### src/rbq_fill_table.sv
// Fill lengths of the ring buffers: one write port, two registered read ports.
// Per-entry valid bits make an entry read as zero until it is first written.
// No dependencies.
`timescale 1ns / 1ps

module rbq_fill_table #(
  parameter int unsigned ENTRIES = 8,
  parameter int unsigned IDX_W   = $clog2(ENTRIES),
  parameter int unsigned FILL_W  = 10
) (
  input  logic              clk_i,
  input  logic              rst_ni,
  input  logic              we_i,
  input  logic [IDX_W-1:0]  waddr_i,
  input  logic [FILL_W-1:0] wdata_i,
  input  logic              re_i,
  input  logic [IDX_W-1:0]  raddr_a_i,
  input  logic [IDX_W-1:0]  raddr_b_i,
  output logic [FILL_W-1:0] rdata_a_o,
  output logic [FILL_W-1:0] rdata_b_o
);

  logic [FILL_W-1:0]  mem [ENTRIES];
  logic [ENTRIES-1:0] valid_q;
  logic [FILL_W-1:0]  data_a_q, data_b_q;
  logic               vld_a_q, vld_b_q;

  // Store the length
  always_ff @(posedge clk_i) begin
    if (we_i) begin
      mem[waddr_i] <= wdata_i;
    end
  end

  // Mark entries once written
  always_ff @(posedge clk_i or negedge rst_ni) begin
    if (!rst_ni) begin
      valid_q <= '0;
    end else if (we_i) begin
      valid_q[waddr_i] <= 1'b1;
    end
  end

  // Fetch both ports into registers
  always_ff @(posedge clk_i or negedge rst_ni) begin
    if (!rst_ni) begin
      vld_a_q <= 1'b0;
      vld_b_q <= 1'b0;
    end else if (re_i) begin
      vld_a_q <= valid_q[raddr_a_i];
      vld_b_q <= valid_q[raddr_b_i];
    end
  end

  always_ff @(posedge clk_i) begin
    if (re_i) begin
      data_a_q <= mem[raddr_a_i];
      data_b_q <= mem[raddr_b_i];
    end
  end

  assign rdata_a_o = vld_a_q ? data_a_q : '0;
  assign rdata_b_o = vld_b_q ? data_b_q : '0;

endmodule
### config.mk
export PLATFORM = sky130hd
export DESIGN_NAME = rbq_fill_table
export DESIGN_NICKNAME = d
export VERILOG_FILES = /design/src/rbq_fill_table.sv
export SDC_FILE = /design/constraint.sdc
export NUM_CORES = 1
export LEC_CHECK = 0
export ABC_AREA = 1
export BUFFER_PORTS_ARGS = -buffer_cell sky130_fd_sc_hd__buf_2
export CAP_MARGIN = 20
export CORE_MARGIN = 2
export CORE_UTILIZATION = 45
export CTS_CLUSTER_SIZE = 16
export DETAILED_ROUTE_END_ITERATION = 8
export GPL_ROUTABILITY_DRIVEN = 0
export PLACE_DENSITY = 0.74
export SETUP_SLACK_MARGIN = 0.4
export SLEW_MARGIN = 20
export SYNTH_ARGS = -nofsm -noshare
export SYNTH_HDL_FRONTEND = slang
export SYNTH_SLANG_ARGS = --single-unit
### constraint.sdc
create_clock -name clk_i -period 2.2 [get_ports clk_i]
set_input_delay 0.44 -clock clk_i [delete_from_list [all_inputs] [get_ports clk_i]]
set_output_delay 0.44 -clock clk_i [all_outputs]
set_load 0.01 [all_outputs]
## After elaboration in Yosys (flattened, before gate mapping)

Memories as Yosys holds them, arrays and structs flattened. A register that Yosys moved wholly into a read port is not among the register bits.
Index checks and enable logic that the tools add are counted.

| word-level totals | value |
|---|---|
| input bits | 23 |
| logic and storage cells | 20 |
| memories kept | 1 |
| bits in registers | 10 |
| bits in latches | 0 |
| memory bits (writable) | 80 |
| output and inout bits | 20 |
| bits in read-only memories | 0 |

Memory list:

| name | words | bits a word | rd ports | clocked after memory_dff | write ports | RTL line | RTL |
|---|---|---|---|---|---|---|---|
| mem | 8 | 10 | 2 | 2 | 1 | 23 | `logic [FILL_W-1:0] mem [ENTRIES];` |

| operators by class | value |
|---|---|
| muxes and demuxes | 10 |
| $add $sub $neg | 0 |
| reduce and logical (&&, ||, !) cells | 1 |
| divide/modulo/power cells | 0 |
| multipliers | 0 |
| bitwise logic cells | 1 |
| equal/unequal tests | 0 |
| shift-type cells | 0 |
| magnitude comparators | 4 |

Operators with widths:

| cell | number |
|---|---|
| $mux 10 | 2 |
| $lt 3x4->1 const B | 3 |
| $or 8x8->8 | 1 |
| $bmux 1 s3 | 2 |
| $mux 1 | 5 |
| $demux 1 s3 | 1 |
| $ge 3x1->1 const B | 1 |
| $logic_and 1x1->1 | 1 |

## Logic depth before layout (Yosys ltp)

Gate-level depths: netlist of run 1.

| logic depth | value |
|---|---|
| depth in word-level cells | 5 |
| depth in mapped cells | 7 |
| mapped depth without buffers | 6 |

## Worst setup path after synthesis of run 1

Ideal clock, no wire load.

| timing path | value |
|---|---|
| path kind | input-to-reg |
| from | input port waddr_i[0] |
| to | memory mem[0][0], enable pin |
| stages on the path | 3 |
| data required time | 1824 ps |
| setup slack | 748 ps |
| path buffers | 0 |
| arrival time | 1076 ps |
| setup time | 376 ps |
| path through | inv_1 > nand2_1 > nor2_1 |

RTL lines:

| item | RTL line | RTL |
|---|---|---|
| start: declaration | 14 | `input logic [IDX_W-1:0] waddr_i,` |
| end: declaration | 23 |  |

No word-level cell before the write port.

## Worst setup path after layout of run 1

| timing path | value |
|---|---|
| from | register vld_b_q |
| to | output port rdata_b_o[5] |

| on the way | value |
|---|---|
| cells in the longest elaborated chain, start to end | 1 |

Ends and longest elaborated chain:

| item | RTL line | RTL |
|---|---|---|
| start: declaration | 26 | `logic vld_a_q, vld_b_q;` |
| start signal: assignment | 51 | `vld_b_q <= valid_q[raddr_b_i];` |
| $mux 10 | 63 | `assign rdata_b_o = vld_b_q ? data_b_q : '0;` |
| end: declaration | 20 | `output logic [FILL_W-1:0] rdata_b_o` |

Every way passes these cells.

==> impl_metrics.env, run 1 <==
export IMPL_synthAdderAreaFrac_pct=0
export IMPL_yosys_warnings=0
export IMPL_power_density_mw_per_mm2=780
export IMPL_synth_compound_area_share_pct=16.2
export IMPL_drt_total_wl_mm=12.6
export IMPL_hp_class="input port to flop"
export IMPL_cts_max_path_buffers=2
export IMPL_synth_top_family_by_area="compound AO/OA/AOI/OAI gates"
export IMPL_diodes=0
export IMPL_crit_path_start_kind="flop"
export IMPL_tritoncts="built"
export IMPL_finalHoldViolCount=0
export IMPL_combPwrFrac_pct=9.8
export IMPL_fin_crit_ps=1610
export IMPL_synth_mux_area_share_pct=0
export IMPL_layout_commonest_cell="nand2_1"
export IMPL_synth_simple_area_share_pct=12.5
export IMPL_cts_made_buffers=9
export IMPL_clk_latency_ps=350
export IMPL_hold_slack_ps=350
export IMPL_synthTopCellsByArea="edfxtp_1 58%, nand2_1 7.6%, o21ai_0 6.4%"
export IMPL_drt_iter0_drc=537
export IMPL_end_kind="primary output"
export IMPL_grt_pass1_vias=3826
export IMPL_timing_rr_end="data_b_q[7]"
export IMPL_swShare_pct=24.4
export IMPL_cts_clk_slew_worst_paths_ps=80
export IMPL_start_util_pct=45.7
export IMPL_pwr_share_clk_pct=36.7
export IMPL_drc=0
export IMPL_synth_top_cell_area_share_pct=57.7
export IMPL_cp_required_ps=1760
export IMPL_ff2ff_path_depth=6
export IMPL_cts_resized=0
export IMPL_synth_nets=561
export IMPL_overflow=0
export IMPL_finalSetupViolCount=0
export IMPL_ys_seq_area_share_pct=62.5
export IMPL_num_vias=4053
export IMPL_finalCritPeriodShare_pct=73.0
export IMPL_r2r_setup_slack_ps=1000
export IMPL_timing_setup_tns_ps=0
export IMPL_n_fill_cell=970
export IMPL_ys_types=16
export IMPL_layout_nets=595
export IMPL_r2r_start="mem[1][7]"
export IMPL_grt_max_degree=44
export IMPL_core_area_mm2=0.0114
export IMPL_clock_sink_count=110
export IMPL_die_area_mm2=0.0124
export IMPL_hold_start="wdata_i[0]"
export IMPL_synth_xor_area_share_pct=0
export IMPL_power_internal_uw=3420
export IMPL_rows=39
export IMPL_viasPerCell=5.63
export IMPL_multi_input_area_mm2=0.00149
export IMPL_power_leakage_uw=0.00241
export IMPL_place_hpwl_mm=7.91
export IMPL_finalClockSkew_ps=5.65
export IMPL_drive_above_1_share_pct=12.7
export IMPL_synth_area_mm2=0.00520
export IMPL_worstMarginPinSlew_ps=565
export IMPL_hold_end="mem[5][0]"
export IMPL_switchingPower_uw=1100
export IMPL_grt_pass1_wl_mm=19.3
export IMPL_p_seq_share_pct=53.4
export IMPL_port_buffers=42
export IMPL_synth_top_area_cell="edfxtp_1"
export IMPL_min_path_cells=1
export IMPL_fp_dieH_um=112
export IMPL_rsz0062_at_grt="no"
export IMPL_cp_arrival_ps=1170
export IMPL_die_x_um=112
export IMPL_first_pass_iters=5
export IMPL_antenna_found_initial=0
export IMPL_regArea_mm2=0.00325
export IMPL_clock_fmax_ghz=0.622
export IMPL_synthCells=538
export IMPL_final_max_slew_viol_count=0
export IMPL_routedWlPerCell_um=17.5
export IMPL_root_buffer="clkbuf_16"
export IMPL_status="completed"
export IMPL_grt_usage_pct=20.4
export IMPL_cts_htree_levels=3
export IMPL_syn_avg_cell_area_um2=9.67
export IMPL_syn2layout_area_growth_pct=11.5
export IMPL_mostFrequentLayoutCells="106 x nand2_1, 100 x edfxtp_1, 66 x o21ai_0"
export IMPL_ant_nets=0
export IMPL_ys_ff_latch=110
export IMPL_worstSetupPathType="flop to primary output"
export IMPL_crit_fanout=11
export IMPL_slew_headroom_pct=62.3
export IMPL_num_io_pins=43
export IMPL_ir_worst_vdd_v=0.000360
export IMPL_maxCapViolations=0
==> cell families after synthesis <==
group | Yosys count
AOI/OAI and AO/OA | 168
and+or+nand+nor | 168
buffers and inverters | 92
DFF | 110
==> state kept, by name, summed over array words and instances, names as in the netlist <==
name	count
data_a_q	10
data_b_q	10
mem	80
vld_b_q	1
vld_a_q	1
valid_q	8
==> per-layer routing <==
layer	global-route usage, %	share of wire, %	vias to the layer above
met1	25.5	40	1861
met5	0	0	-
met4	12.7	2.8	0
met2	32.2	47	266
met3	4.79	11	39
li1	-	-	1887
==> per-stage QoR <==
stage / total power [uW] / util [%] / worst slack (ps) / cell area, um^2 / cells
global route: 4670 / 51.0 / 475 / 5800 / 720
finish: 4520 / 51.0 / 593 / 5800 / 720
detailed placement: 2900 / 48.2 / 430 / 5480 / 703
global placement: 2880 / 48.2 / 495 / 5480 / 703
floorplan: 2740 / - / 748 / 5200 / 538
CTS: 4540 / 51.0 / 564 / 5800 / 720
==> critical path: stages, from the launching register on <==
cell,delay [ps]
dfrtp_1,530
nand2_1,100
inv_1,70
buf_2,120
==> timing repair <==
action,in CTS,in global routing
setup endpoints to repair,0,0
endpoints found under the hold margin,10,0
setup buffers,0,0
hold buffers,1,0
==> power by group through the flow <==
stage / clock network, uW / registers (uW) / logic, uW
after floorplan: 0 / 2440 / 300
after global placement: 0 / 2460 / 418
after detailed placement: 0 / 2460 / 433
after CTS: 1680 / 2420 / 437
after global routing: 1750 / 2430 / 493
final: 1660 / 2420 / 445
==> cell type report <==
| cell class | count | area share (%) |
|---|---|---|
| Sequential cell | 110 | 56.1 |
| Multi-Input combinational cell | 336 | 25.7 |
| Clock buffer | 10 | 3.95 |
| Timing Repair Buffer | 57 | 6.04 |
| Clock inverter | 6 | 1.32 |
| Tap cell | 143 | 3.09 |
| Inverter | 58 | 3.84 |
==> worst max-delay path by stage <==
| stage | startpoint | to | slack [ps] | cells after the start |
|---|---|---|---|---|
| after floorplan | waddr_i[0] | mem[0][0] | 750 | 3 |
| after global placement | raddr_a_i[0] | data_a_q[1] | 490 | 7 |
| after detailed placement | raddr_b_i[1] | data_b_q[7] | 430 | 7 |
| after CTS | vld_a_q | rdata_a_o[5] | 560 | 3 |
| after global routing | vld_a_q | rdata_a_o[5] | 480 | 3 |
| final | vld_b_q | rdata_b_o[5] | 590 | 3 |
==> synth_stat cells (all sizes together) <==
cell and n:
a21oi 40, buf 28, clkbuf 6, dfrtp 10, edfxtp 100, inv 58, nand2 106, nand3 14
nor2 48, o21ai 128
Power figures use the tool's default switching activity.
==> run 2, diff against run 1 <==
clock period = 1.5 ns   (was 2.2 ns; I/O delays follow)
==> impl_metrics.env, run 2 (same netlist as run 1, synthesis figures left out) <==
export IMPL_place_hpwl_mm=7.99
export IMPL_use_met3_pct=3.76
export IMPL_finalCritPeriodShare_pct=91.8
export IMPL_use_met1_pct=26.2
export IMPL_num_vias=4119
export IMPL_power_density_mw_per_mm2=1120
export IMPL_cp_arrival_ps=1080
export IMPL_worstSetupPathType="flop to primary output"
export IMPL_antenna_found_initial=1
export IMPL_worstMarginPinSlew_ps=513
export IMPL_final_max_slew_viol_count=0
export IMPL_status="completed"
export IMPL_die_area_mm2=0.0124
export IMPL_end_kind="primary output"
export IMPL_cts_made_buffers=9
export IMPL_finalPower_uw=6830
export IMPL_hp_class="input port to flop"
export IMPL_clock_fmax_ghz=0.726
export IMPL_grt_usage_pct=20.9
export IMPL_clock_sink_count=110
export IMPL_fp_dieH_um=112
export IMPL_rsz0062_at_grt="yes"
export IMPL_drt_iter0_drc=405
export IMPL_tritoncts="built"
export IMPL_core_area_mm2=0.0114
export IMPL_start_util_pct=45.7
export IMPL_diodes=0
export IMPL_cp_required_ps=1200
export IMPL_timing_setup_tns_ps=0
export IMPL_ant_nets=0
export IMPL_finalHoldViolCount=0
export IMPL_drc=0
export IMPL_cts_htree_levels=3
export IMPL_post_cts_setup_buffers=0
export IMPL_port_buffers=42
export IMPL_drt_total_wl_mm=12.8
export IMPL_die_x_um=112
export IMPL_cts_max_path_buffers=2
export IMPL_viasPerCell=5.69
export IMPL_num_io_pins=43
export IMPL_r2r_setup_slack_ps=380
export IMPL_rows=39
export IMPL_mostFrequentLayoutCells="109 x o21ai_1, 103 x nand2_1, 100 x edfxtp_1"
export IMPL_crit_path_start="vld_a_q"
export IMPL_finalSetupViolCount=0
export IMPL_biggestRegsByFlops="mem (80), data_a_q (10), data_b_q (10)"
export IMPL_fin_crit_ps=1380
export IMPL_first_pass_iters=7
export IMPL_maxCapViolations=0
export IMPL_r2r_start="mem[6][6]"
export IMPL_crit_path_start_kind="flop"
export IMPL_largest_reg_flops=80
export IMPL_grt_pass1_vias=3940
export IMPL_ir_worst_vdd_v=0.000543
export IMPL_grt_pass1_wl_mm=20.1
export IMPL_power_leakage_uw=0.00245
export IMPL_layout_commonest_cell="o21ai_1"
export IMPL_grt_max_degree=65
export IMPL_grt_util_met2_pct=35.0
export IMPL_largest_register="mem"
export IMPL_root_buffer="clkbuf_16"
export IMPL_finalClockSkew_ps=6.90
export IMPL_overflow=0
export IMPL_clk_latency_ps=350
export IMPL_layout_nets=599
export IMPL_hold_start="wdata_i[1]"
export IMPL_crit_fanout=11
export IMPL_syn2layout_area_growth_pct=16.7
export IMPL_routedWlPerCell_um=17.7
export IMPL_drive_above_1_share_pct=21.0
export IMPL_top_usage_layer="met2"
export IMPL_slew_headroom_pct=65.8
export IMPL_cts_clk_slew_worst_paths_ps=70
-- run 2: cell types whose count changed in the layout (fill, tap and decap cells not counted), moves of 6 or more --
| cell | previous run | this run |
|---|---|---|
| nor2_1 | 48 | 40 |
| o21ai_1 | 62 | 109 |
| buf_12 | 2 | 12 |
| nor2_2 | 0 | 7 |
| a21oi_2 | 0 | 16 |
| o21ai_0 | 66 | 18 |
| inv_1 | 56 | 42 |
| a21oi_1 | 40 | 24 |
| inv_2 | 0 | 14 |
| buf_4 | 12 | 6 |
-- run 2: final cells by class --
type,instances,area (um^2)
clock inverters,7,97.6
fillers,944,5300
multi-input cells,336,1590
clock buffers,9,225
flip-flops and latches,110,3260
repair buffers,61,505
inverters,58,223
well taps,143,179
-- run 2: power by group --
part | switching, uW | internal [uW] | leakage (uW)
clock network | 1080 | 1470 | 0.000152
logic | 472 | 256 | 0.00128
registers | 68.5 | 3480 | 0.00102
total | 1620 | 5210 | 0.00245
-- run 2: stage by stage --
step | instance area [um^2] | hold WS [ps] | util, % | std cells | worst slack [ps]
3_3_place_gp | 5660 | 163 | 49.8 | 707 | 133
5_1_grt | 6070 | 233 | 53.4 | 724 | 50.4
3_5_place_dp | 5660 | 170 | 49.8 | 707 | 110
6_report | 6070 | 218 | 53.4 | 724 | 123
4_1_cts | 6000 | 214 | 52.8 | 724 | 103
2_1_floorplan | 5250 | 4.41 | - | 538 | 306
-- run 2: final timing paths --
| path | cells past startpoint | end |
|---|---|---|
| hold reg to reg | 2 | valid_q[2] |
| hold / removal | 1 | mem[4][1] |
| max in group asynchronous | 2 | vld_a_q |
| min in group asynchronous | 2 | valid_q[4] |
| setup reg to reg | 4 | data_a_q[6] |
| setup / recovery | 3 | rdata_a_o[8] |
-- run 2: timing repair --
item,CTS,global route
resized for setup,2,37
hold buffers,1,0
pin swaps,0,10
endpoints found under the setup margin,20,37
endpoints found under the hold margin,10,0
gates cloned,0,0
-- run 2: layer usage --
metal,part of all wire (%),vias up
met4,3.1,2
met3,9.8,48
met1,38,1908
li1,-,1902
met5,0.11,-
met2,49,259
-- run 2: critical path, stage by stage, from the launching register on --
cell     delay [ps]
dfrtp_2         480
nand2_1          90
inv_1            40
buf_2           130
